**src/rtl/bmalloc_pkg.sv**
```systemverilog
// Package for the bitmap allocator: sizes, operation codes, state and result types, helper functions.
// No dependencies.
package bmalloc_pkg;

    localparam int MAX_BITS  = 1024;
    localparam int WORD_BITS = 32;
    localparam int NWORDS    = (MAX_BITS + WORD_BITS - 1) / WORD_BITS;
    localparam int WORD_AW   = $clog2(NWORDS);
    localparam int BIT_AW    = $clog2(WORD_BITS);
    localparam int IDX_W     = 10;
    localparam int CNT_W     = 11;
    localparam int OP_W      = 3;
    localparam int POP_W     = $clog2(WORD_BITS + 1);

    localparam logic [OP_W-1:0] OP_MARK  = 3'd0;
    localparam logic [OP_W-1:0] OP_CLEAR = 3'd1;
    localparam logic [OP_W-1:0] OP_TEST  = 3'd2;
    localparam logic [OP_W-1:0] OP_COUNT = 3'd3;
    localparam logic [OP_W-1:0] OP_ALLOC = 3'd4;

    typedef enum logic [1:0] {
        ST_IDLE,
        ST_RMW,
        ST_SCAN,
        ST_DONE
    } state_t;

    typedef struct packed {
        logic             index_error;
        logic [CNT_W-1:0] free_count;
        logic [IDX_W-1:0] alloc_index;
        logic             alloc_found;
        logic             is_free;
    } result_t;

    function automatic logic [POP_W-1:0] popcount(input logic [WORD_BITS-1:0] w);
        logic [POP_W-1:0] n;
        n = '0;
        for (int i = 0; i < WORD_BITS; i++) begin
            n = n + POP_W'(w[i]);
        end
        return n;
    endfunction

    function automatic logic [BIT_AW-1:0] onehot_index(input logic [WORD_BITS-1:0] oh);
        logic [BIT_AW-1:0] n;
        n = '0;
        for (int i = 0; i < WORD_BITS; i++) begin
            if (oh[i])
            begin
                n = n | BIT_AW'(i);
            end
        end
        return n;
    endfunction

endpackage

```
**src/rtl/bitmap_allocator_top.sv**
```systemverilog
// Bitmap allocator: a map of allocation bits held in a word memory with registered reads.
// Depends on bmalloc_pkg.
// Mark, clear and test: ST_RMW, then ST_DONE; a rejected index or code skips ST_RMW.
// Count and allocate: one word read per cycle in ST_SCAN, up to the last word of the map.
// One request at a time; s_tready rises in the same cycle as the result's m_tvalid.
// Reset: per-word valid flags clear the whole map at once; num_bits resets to 1024.
module bitmap_allocator_top
    import bmalloc_pkg::*;
(
    input  logic        clk,
    input  logic        rst_n,
    input  logic        cfg_we,
    input  logic [10:0] cfg_data,     // num_bits
    input  logic        s_tvalid,
    output logic        s_tready,
    input  logic [15:0] s_tdata,      // bit_index[9:0], zero padding
    input  logic [2:0]  s_tuser,      // operation[2:0]
    output logic        m_tvalid,
    input  logic        m_tready,
    output logic [23:0] m_tdata       // is_free, alloc_found, alloc_index[9:0],
                                      // free_count[10:0], index_error
);

    logic [WORD_BITS-1:0] mem [NWORDS];
    logic [NWORDS-1:0]    wvalid_reg;
    logic [WORD_BITS-1:0] rd_data_reg;
    logic                 rd_valid_reg;
    logic [WORD_AW-1:0]   rd_addr;
    logic                 mem_we;
    logic [WORD_AW-1:0]   mem_waddr;
    logic [WORD_BITS-1:0] mem_wdata;

    state_t               state_reg, state_next;
    logic [CNT_W-1:0]     num_bits_reg;
    logic [OP_W-1:0]      op_reg, op_next;
    logic [IDX_W-1:0]     idx_reg, idx_next;
    logic [WORD_AW-1:0]   proc_reg, proc_next;
    logic [CNT_W-1:0]     count_reg, count_next;
    result_t              res_reg, res_next;
    logic                 m_tvalid_reg, m_tvalid_next;
    logic [23:0]          m_tdata_reg, m_tdata_next;

    logic [CNT_W-1:0]     limit;
    logic [CNT_W-1:0]     limit_m1;
    logic [WORD_AW-1:0]   last_word;
    logic [WORD_BITS-1:0] rd_word;
    logic [WORD_BITS-1:0] word_mask;
    logic [WORD_BITS-1:0] free_bits;
    logic [WORD_BITS-1:0] lowest_free;
    logic [WORD_BITS-1:0] bit_sel;
    logic                 out_free;

    assign limit     = (num_bits_reg > CNT_W'(MAX_BITS)) ? CNT_W'(MAX_BITS) : num_bits_reg;
    assign limit_m1  = limit - CNT_W'(1);
    assign last_word = limit_m1[WORD_AW+BIT_AW-1:BIT_AW];
    assign rd_word   = rd_valid_reg ? rd_data_reg : '0;
    assign word_mask = ({1'b0, proc_reg} < limit[CNT_W-1:BIT_AW]) ? '1 :
                       ~({WORD_BITS{1'b1}} << limit[BIT_AW-1:0]);
    assign free_bits   = ~rd_word & word_mask;
    assign lowest_free = free_bits & (~free_bits + WORD_BITS'(1));
    assign bit_sel     = WORD_BITS'(1) << idx_reg[BIT_AW-1:0];
    assign out_free    = !m_tvalid_reg || m_tready;

    assign s_tready = (state_reg == ST_IDLE);
    assign m_tvalid = m_tvalid_reg;
    assign m_tdata  = m_tdata_reg;

    always_ff @(posedge clk)
    begin
        if (mem_we)
        begin
            mem[mem_waddr] <= mem_wdata;
        end
        rd_data_reg <= mem[rd_addr];
    end

    always_ff @(posedge clk or negedge rst_n)
    begin
        if (!rst_n)
        begin
            wvalid_reg   <= '0;
            rd_valid_reg <= 1'b0;
            state_reg    <= ST_IDLE;
            num_bits_reg <= CNT_W'(MAX_BITS);
            m_tvalid_reg <= 1'b0;
        end
        else
        begin
            if (mem_we)
            begin
                wvalid_reg[mem_waddr] <= 1'b1;
            end
            rd_valid_reg <= wvalid_reg[rd_addr];
            state_reg    <= state_next;
            if (cfg_we)
            begin
                num_bits_reg <= cfg_data;
            end
            m_tvalid_reg <= m_tvalid_next;
        end
    end

    always_ff @(posedge clk)
    begin
        op_reg      <= op_next;
        idx_reg     <= idx_next;
        proc_reg    <= proc_next;
        count_reg   <= count_next;
        res_reg     <= res_next;
        m_tdata_reg <= m_tdata_next;
    end

    always_comb
    begin
        state_next    = state_reg;
        op_next       = op_reg;
        idx_next      = idx_reg;
        proc_next     = proc_reg;
        count_next    = count_reg;
        res_next      = res_reg;
        m_tvalid_next = m_tready ? 1'b0 : m_tvalid_reg;
        m_tdata_next  = m_tdata_reg;
        rd_addr       = proc_reg + WORD_AW'(1);
        mem_we        = 1'b0;
        mem_waddr     = proc_reg;
        mem_wdata     = rd_word;

        case (state_reg)
            ST_IDLE:
            begin
                rd_addr = s_tdata[IDX_W-1:BIT_AW];
                if (s_tvalid)
                begin
                    op_next    = s_tuser;
                    idx_next   = s_tdata[IDX_W-1:0];
                    res_next   = '0;
                    proc_next  = '0;
                    count_next = '0;
                    state_next = ST_DONE;
                    if (s_tuser inside {OP_MARK, OP_CLEAR, OP_TEST})
                    begin
                        if ({1'b0, s_tdata[IDX_W-1:0]} >= limit)
                        begin
                            res_next.index_error = 1'b1;
                        end
                        else
                        begin
                            state_next = ST_RMW;
                        end
                    end
                    else if (s_tuser inside {OP_COUNT, OP_ALLOC})
                    begin
                        rd_addr = '0;
                        if (limit != '0)
                        begin
                            state_next = ST_SCAN;
                        end
                    end
                end
            end

            ST_RMW:
            begin
                mem_waddr  = idx_reg[IDX_W-1:BIT_AW];
                state_next = ST_DONE;
                case (op_reg)
                    OP_MARK:
                    begin
                        mem_we    = 1'b1;
                        mem_wdata = rd_word | bit_sel;
                    end
                    OP_CLEAR:
                    begin
                        mem_we    = 1'b1;
                        mem_wdata = rd_word & ~bit_sel;
                    end
                    default:
                    begin
                        res_next.is_free = ((rd_word & bit_sel) == '0);
                    end
                endcase
            end

            ST_SCAN:
            begin
                if (op_reg == OP_COUNT)
                begin
                    count_next = count_reg + CNT_W'(popcount(free_bits));
                    if (proc_reg == last_word)
                    begin
                        res_next.free_count = count_next;
                        state_next          = ST_DONE;
                    end
                    else
                    begin
                        proc_next = proc_reg + WORD_AW'(1);
                    end
                end
                else
                begin
                    if (free_bits != '0)
                    begin
                        mem_we               = 1'b1;
                        mem_wdata            = rd_word | lowest_free;
                        res_next.alloc_found = 1'b1;
                        res_next.alloc_index = {proc_reg, onehot_index(lowest_free)};
                        state_next           = ST_DONE;
                    end
                    else if (proc_reg == last_word)
                    begin
                        state_next = ST_DONE;
                    end
                    else
                    begin
                        proc_next = proc_reg + WORD_AW'(1);
                    end
                end
            end

            ST_DONE:
            begin
                if (out_free)
                begin
                    m_tvalid_next = 1'b1;
                    m_tdata_next  = {res_reg.index_error, res_reg.free_count,
                                     res_reg.alloc_index, res_reg.alloc_found,
                                     res_reg.is_free};
                    state_next    = ST_IDLE;
                end
            end

            default:
            begin
                state_next = ST_IDLE;
            end
        endcase
    end

endmodule

```
**config.mk**
```make
export PLATFORM = sky130hd
export DESIGN_NAME = bitmap_allocator_top
export DESIGN_NICKNAME = d
export VERILOG_FILES = /design/src/rtl/bmalloc_pkg.sv /design/src/rtl/bitmap_allocator_top.sv
export SDC_FILE = /design/constraint.sdc
export NUM_CORES = 2
export LEC_CHECK = 0
export BUFFER_PORTS_ARGS = -buffer_cell sky130_fd_sc_hd__buf_2
export CAP_MARGIN = 20
export CORE_MARGIN = 1
export CORE_UTILIZATION = 55
export DETAILED_ROUTE_END_ITERATION = 6
export PLACE_DENSITY = 0.68
export SYNTH_ARGS = -nofsm -noshare
export SYNTH_HDL_FRONTEND = slang
export SYNTH_SLANG_ARGS = --single-unit
export TNS_END_PERCENT = 5
```
**constraint.sdc**
```tcl
create_clock -name clk -period 18.4 [get_ports clk]
set_clock_uncertainty 0.15 [all_clocks]
set_input_delay 0.92 -clock clk [delete_from_list [all_inputs] [get_ports clk]]
set_output_delay 0.92 -clock clk [all_outputs]
set_load 0.02 [all_outputs]
```
[Word level (Yosys, flattened, before mapping)]
Memories as Yosys holds them, arrays and structs flattened. A register that Yosys moved wholly into a read port is not among the register bits.
Cells that the tools add are included.
Storage, ports and cells
  latch bits: 0
  memory bits (writable): 1024
  memories: 1
  output and inout port bits: 26
  bits in read-only memories: 0
  logic and storage cells: 357
  bits in registers: 124
Memories
  mem: depth 32, width 32, read ports 1, clocked after Yosys merged registers in 1, write ports 1, RTL line bitmap_allocator_top.sv:24  | logic [WORD_BITS-1:0] mem [NWORDS];
Cells by class
  $mul: 0
  bitwise operators: 11
  div/mod/pow operators: 0
  shifts and indexed selects: 2
  reduce and logical (&&, ||, !) cells: 22
  equal/unequal tests: 18
  muxes and demuxes: 247
  add/sub/neg operators: 35
  order comparisons: 6
Operator list (count)
  two-way mux 5 bit: 136
  two-way mux 32 bit: 8
  two-way mux 11 bit: 15
  adder 6 x 1 -> 6 bit: 26
  AND 32 bit: 4
  NOT 32 bit: 4
  case mux 32 bit (2 select lines): 2
  two-way mux 24 bit: 4
  bitwise OR 32 bit: 3
  two-way mux 2 bit: 32
  case mux 22 bit (2 select lines): 1
  adder 32 x 1 -> 32 bit (second input constant): 1
  logical NOT 32 bit: 1
  two-way mux 4 bit: 8
  nonzero test 32 bit: 1
  << shifter 1 x 5 -> 32 bit (first input constant): 1
  << shifter 32 x 5 -> 32 bit (first input constant): 1
  two-way mux 1 bit: 26
  case mux 11 bit (2 select lines): 1
  two-way mux 10 bit: 2
  two-way mux 3 bit: 6
  inequality test 2 bit (second input constant): 7
  < comparator 5 x 6 -> 1 bit (second input constant): 2
  adder 11 x 6 -> 11 bit: 1
  35 further kinds: 48

[Longest topological paths before layout]
  depth after elaboration: 140
  depth in mapped cells: 30

[Least setup slack after synthesis]
Ideal clock, no wire load.
  kind: register -> register
  start point: register num_bits_reg[10]
  end point: register count_reg[10] (data pin)
  data required time: 17.980 ns
  stages on the path, launching flop included: 31
  arrival time: 7.524 ns
  slack: 10.456 ns
  library setup time: 0.270 ns
  path buffers: 4
  cell sequence: dfstp_2 clkbuf_1 inv_1 clkbuf_1 nand2_1 ha_1 nand3_1 or3_1 buf_4 buf_6 a21oi_1 a21boi_0 fa_1 inv_1 fa_1 fa_1 fa_1 fa_1 fa_1 inv_1 fa_1 inv_1 fa_1 nor2b_1 o21ai_0 a21oi_1 o21ai_0 a21oi_1 o2111ai_1 xor2_1 nor2_1
On the way
  longest elaborated chain between the ends: 41
  elaborated cells on any way between the ends: 42
  those cells by class: add/sub (32); order compare (2); shift (1); mux (5); bitwise (2)
Ends and longest elaborated chain
  start, declared: RTL line bitmap_allocator_top.sv:34  | logic [CNT_W-1:0] num_bits_reg;
  start signal, assigned: RTL line bitmap_allocator_top.sv:84  | num_bits_reg <= CNT_W'(MAX_BITS);
  start signal, assigned: RTL line bitmap_allocator_top.sv:97  | num_bits_reg <= cfg_data;
  greater-than comparator 11 bit: RTL line bitmap_allocator_top.sv:53  | assign limit = (num_bits_reg > CNT_W'(MAX_BITS)) ? CNT_W'(MAX_BITS) : num_bits_reg;
  two-way mux 11 bit *: RTL line bitmap_allocator_top.sv:53
  << shifter 32 x 5 -> 32 bit: RTL line bitmap_allocator_top.sv:58  | ~({WORD_BITS{1'b1}} << limit[BIT_AW-1:0]);
  NOT 32 bit: RTL line bitmap_allocator_top.sv:58
  two-way mux 32 bit *: RTL line bitmap_allocator_top.sv:57  | assign word_mask = ({1'b0, proc_reg} < limit[CNT_W-1:BIT_AW]) ? '1 :
  AND 32 bit *: RTL line bitmap_allocator_top.sv:59  | assign free_bits = ~rd_word & word_mask;
  adder 1 x 1 -> 2 bit: RTL line bmalloc_pkg.sv:40  | n = n + POP_W'(w[i]);
  adder 2 x 1 -> 3 bit: RTL line bmalloc_pkg.sv:40
  adder 3 x 1 -> 4 bit: RTL line bmalloc_pkg.sv:40
  adder 4 x 1 -> 5 bit: RTL line bmalloc_pkg.sv:40
  adder 5 x 1 -> 6 bit: RTL line bmalloc_pkg.sv:40
  adder 6 x 1 -> 6 bit (25 in series): RTL line bmalloc_pkg.sv:40
  adder 6 x 1 -> 6 bit *: RTL line bmalloc_pkg.sv:40
  adder 11 x 6 -> 11 bit *: RTL line bitmap_allocator_top.sv:188  | count_next = count_reg + CNT_W'(popcount(free_bits));
  two-way mux 11 bit *: RTL line bitmap_allocator_top.sv:186  | if (op_reg == OP_COUNT)
  two-way mux 11 bit *: RTL line bitmap_allocator_top.sv:128  | case (state_reg)
  case mux 11 bit (2 select lines) *: RTL line bitmap_allocator_top.sv:128
  end signal, assigned: RTL line bitmap_allocator_top.sv:108  | count_reg <= count_next;
  end, declared: RTL line bitmap_allocator_top.sv:38  | logic [CNT_W-1:0] count_reg, count_next;
Mark *: on every way between the ends. The rest lies on a longest branch, timed or not. The select of a mux whose other input is x is not followed.
A chain may end at the register's enable or synchronous reset.

[Worst setup path after layout]
  start point: register num_bits_reg[10]
  end point: register count_reg[8] (data pin)
The elaborated chain is that of the path after synthesis.

==> reports/summary.txt <==
Run status = finished, violations left
Failing checks = DRC
Grt ovf = 0
IO Count = 61
Die width = 302 µm
Final setup vio count = 0
Yosys reg bits = 1180
CTS buffer count = 113
Yosys Warn Count = 0
Vias in the first global route = 26400
Worst reg2reg path depth = 26
Most used DFF post-synth = edfxtp_1
Delay of the slowest critical-path stage = 890 ps
Antenna-violating nets left = 0
Initial antenna violation count = 1
Max Slew Vio Count = 0
Fmax = 110 MHz
Root Buffer = clkbuf_16
Leak pwr = 18.9 nW
Part of the cycle the worst path needs = 49.6%
Slew @ Worst Pin = 1090 ps
Fraction of final layout cells with drive strength greater than 1 = 24.6%
CTS Buffer Depth = 3
Nets = 2910
Worst-path maximum fanout = 24
Syn Inst Count = 2692
Startpoint Class = flop
Pre-antenna DRT Iters = 7
Req. time, crit path = 18680 ps
Routability congestion estimate from global placement = 0.980
Die H = 302 µm
Per-cell routed wire length = 32.8 µm
DR iter-0 viols = 2864
Clock sink count = 1180
Post-synthesis sequential area ratio = 70.5%
Final hold vios = 0
Largest net degree at the start of global routing = 143
RSZ-0062 raised after global routing = false
Mapped Avg Cell Area = 18.4 µm²
Top post-synthesis cells by area = edfxtp_1 67%, mux4_2 12%, mux2i_1 4.1%
Post-CTS setup buffers = 0
Hold WC Path Type = input port to flop
Drt drc = 11
Worst setup endpoint = count_reg[8]
Syn Std Cell Area = 49500 µm²
R2R Setup Slk = 9280 ps
Max Cap Viol = 0
Core area = 88800 µm²
Clk pin slew, worst setup/hold paths = 60 ps
Most common cell in the netlist = edfxtp_1
Cell variety after synth = 91
Max reg flops = 1024
Pre-CTS setup slack = 9390 ps
Row Count = 109
Post-route setup TNS = 0 ps
Routed vias/inst = 6.53
Most common cell on crit path = fa_1
Post-synthesis net count = 2787
Crit path DAT = 9400 ps
Crit. End Element = flop
PortBufs = 54
CP Launch Point = num_bits_reg[10]
Post-synth EDFFs = 1101
Async S/R FF share, synth = 3.98%
PwrDens = 215 nW/µm²
Slowest CP cell = dfstp_2
Leading area contributor after synthesis = edfxtp_1
Final HPWL DP = 75700 µm
CP Class = flop to flop
H-Tree Depth = 3
Final worst path period need = 9120 ps
GRT Total Usage = 29.8%
Final Util = 62.8%
CTS tree = yes
Drt total wl = 134000 µm
Worst R2R Start = num_bits_reg[10]
Yosys top cell area share = 66.8%
Total number of vias = 26600
Die ar. = 91200 µm²
Slack of the critical path = 9280 ps
Slew margin rel. = 27.5%
Post-synth top cells = 1101 x edfxtp_1, 264 x mux4_2, 205 x mux2i_1
Area grow syn2layout = 12.7%
Global-route wire length before repair = 190000 µm
Initial Utilization = 55.7%
RR Endpoint = count_reg[8]
Max IR drop VDD = 0.000525 V
Diode count = 0
Worst-skew pair later-pin latency = 740 ps
cell usage in the layout, fill, tap and decap left out, types with 8 or more instances in the layout:
cell type / synthesis / routed
nand3_1: 37 / 37
o21a_1: 8 / 8
mux2_2: 45 / 45
nand2b_1: 12 / 12
and2_1: 22 / 22
a21oi_1: 65 / 64
clkinv_1: 1 / 22
nor2b_1: 17 / 17
o21ai_2: 0 / 13
o21ai_0: 75 / 59
or3_1: 10 / 10
a21o_1: 13 / 13
fa_1: 26 / 26
o21bai_1: 33 / 33
buf_8: 0 / 16
dfxtp_1: 32 / 32
clkbuf_1: 85 / 32
and3_1: 10 / 10
buf_2: 19 / 54
mux4_2: 264 / 264
buf_4: 3 / 67
a31oi_1: 16 / 13
edfxtp_1: 1101 / 1101
inv_1: 57 / 57
a32oi_2: 7 / 8
mux2i_1: 205 / 205
dfrtp_1: 46 / 45
nor3_1: 19 / 19
ha_1: 34 / 34
o22ai_1: 12 / 11
nor2_4: 0 / 32
xnor2_1: 9 / 9
nand2_1: 114 / 114
clkbuf_16: 0 / 116
nor2_1: 111 / 78
clkinv_2: 0 / 15
clkbuf_8: 0 / 13
worst min path at each step:
stage,startpoint,to,slack (ps),depth (start not counted)
after global placement,res_reg[7],m_tdata[7],250,0
final,s_tdata[0],idx_reg[0],250,1
after global routing,s_tdata[0],idx_reg[0],240,1
after floorplan,res_reg[0],m_tdata[0],250,0
after CTS,s_tdata[0],idx_reg[0],230,1
after detailed placement,res_reg[0],m_tdata[0],250,0
worst max-delay path: cells and delay by family (launching register included):
kind            cells  cell delay (ps)
xor+xnor            1              170
compound gates      7             1660
simple gates        5             1260
fa+ha+maj           9             4070
buf+inv             4              670
flops               1              890
routing by layer:
layer  up-vias  GRT usage [%]  wire length [µm]  share of wire, %
met3       228           4.34              9440               7.0
met2      1158           46.6             63500                47
met5         -              0                 0                 0
met4         0           11.1              5060               3.8
li1      11100              -                 -                 -
met1     14100           43.1             55900                42
power breakdown:
group          switching (W)  internal [W]  total (W)
clock               0.000995       0.00127    0.00227
combinational        0.00341       0.00265    0.00605
sequential          0.000152       0.00354    0.00370
stage by stage:
step           hold slack [ps]  instances  power, W  instance area [µm²]
4_1_cts                    230       4054    0.0120                55400
3_3_place_gp               251       3840   0.00969                51700
3_5_place_dp               255       3842   0.00975                51700
2_1_floorplan              250       2692   0.00818                49500
6_report                   255       4077    0.0120                55800
5_1_grt                    244       4077    0.0128                55800
cell families after synthesis:
kind of cell             count (synthesis)  synth area share [%]
adder cells (fa/ha/maj)                 60                  1.91
buffers and inverters                  199                  1.64
AO/OA/AOI/OAI                          334                  4.72
XOR/XNOR                                15                 0.265
multiplexers                           514                  17.2
flip-flops                            1180                  70.5
AND/OR/NAND/NOR                        390                  3.80
layout make-up:
class                           count  area [µm²]
Fill cell                        6107       33000
Multi-Input combinational cell   1313       14300
Clock inverter                     53         523
Sequential cell                  1180       34900
Inverter                           58         218
Timing Repair Buffer              149        1280
Clock buffer                      159        3150
Tap cell                         1165        1460
timing repair:
item | 4_1_cts | 5_1_grt
resized for setup | 0 | 0
hold buffers | 0 | 1
hold endpoints to repair | 0 | 6
Note: power is estimated with default switching activity, not from simulation.
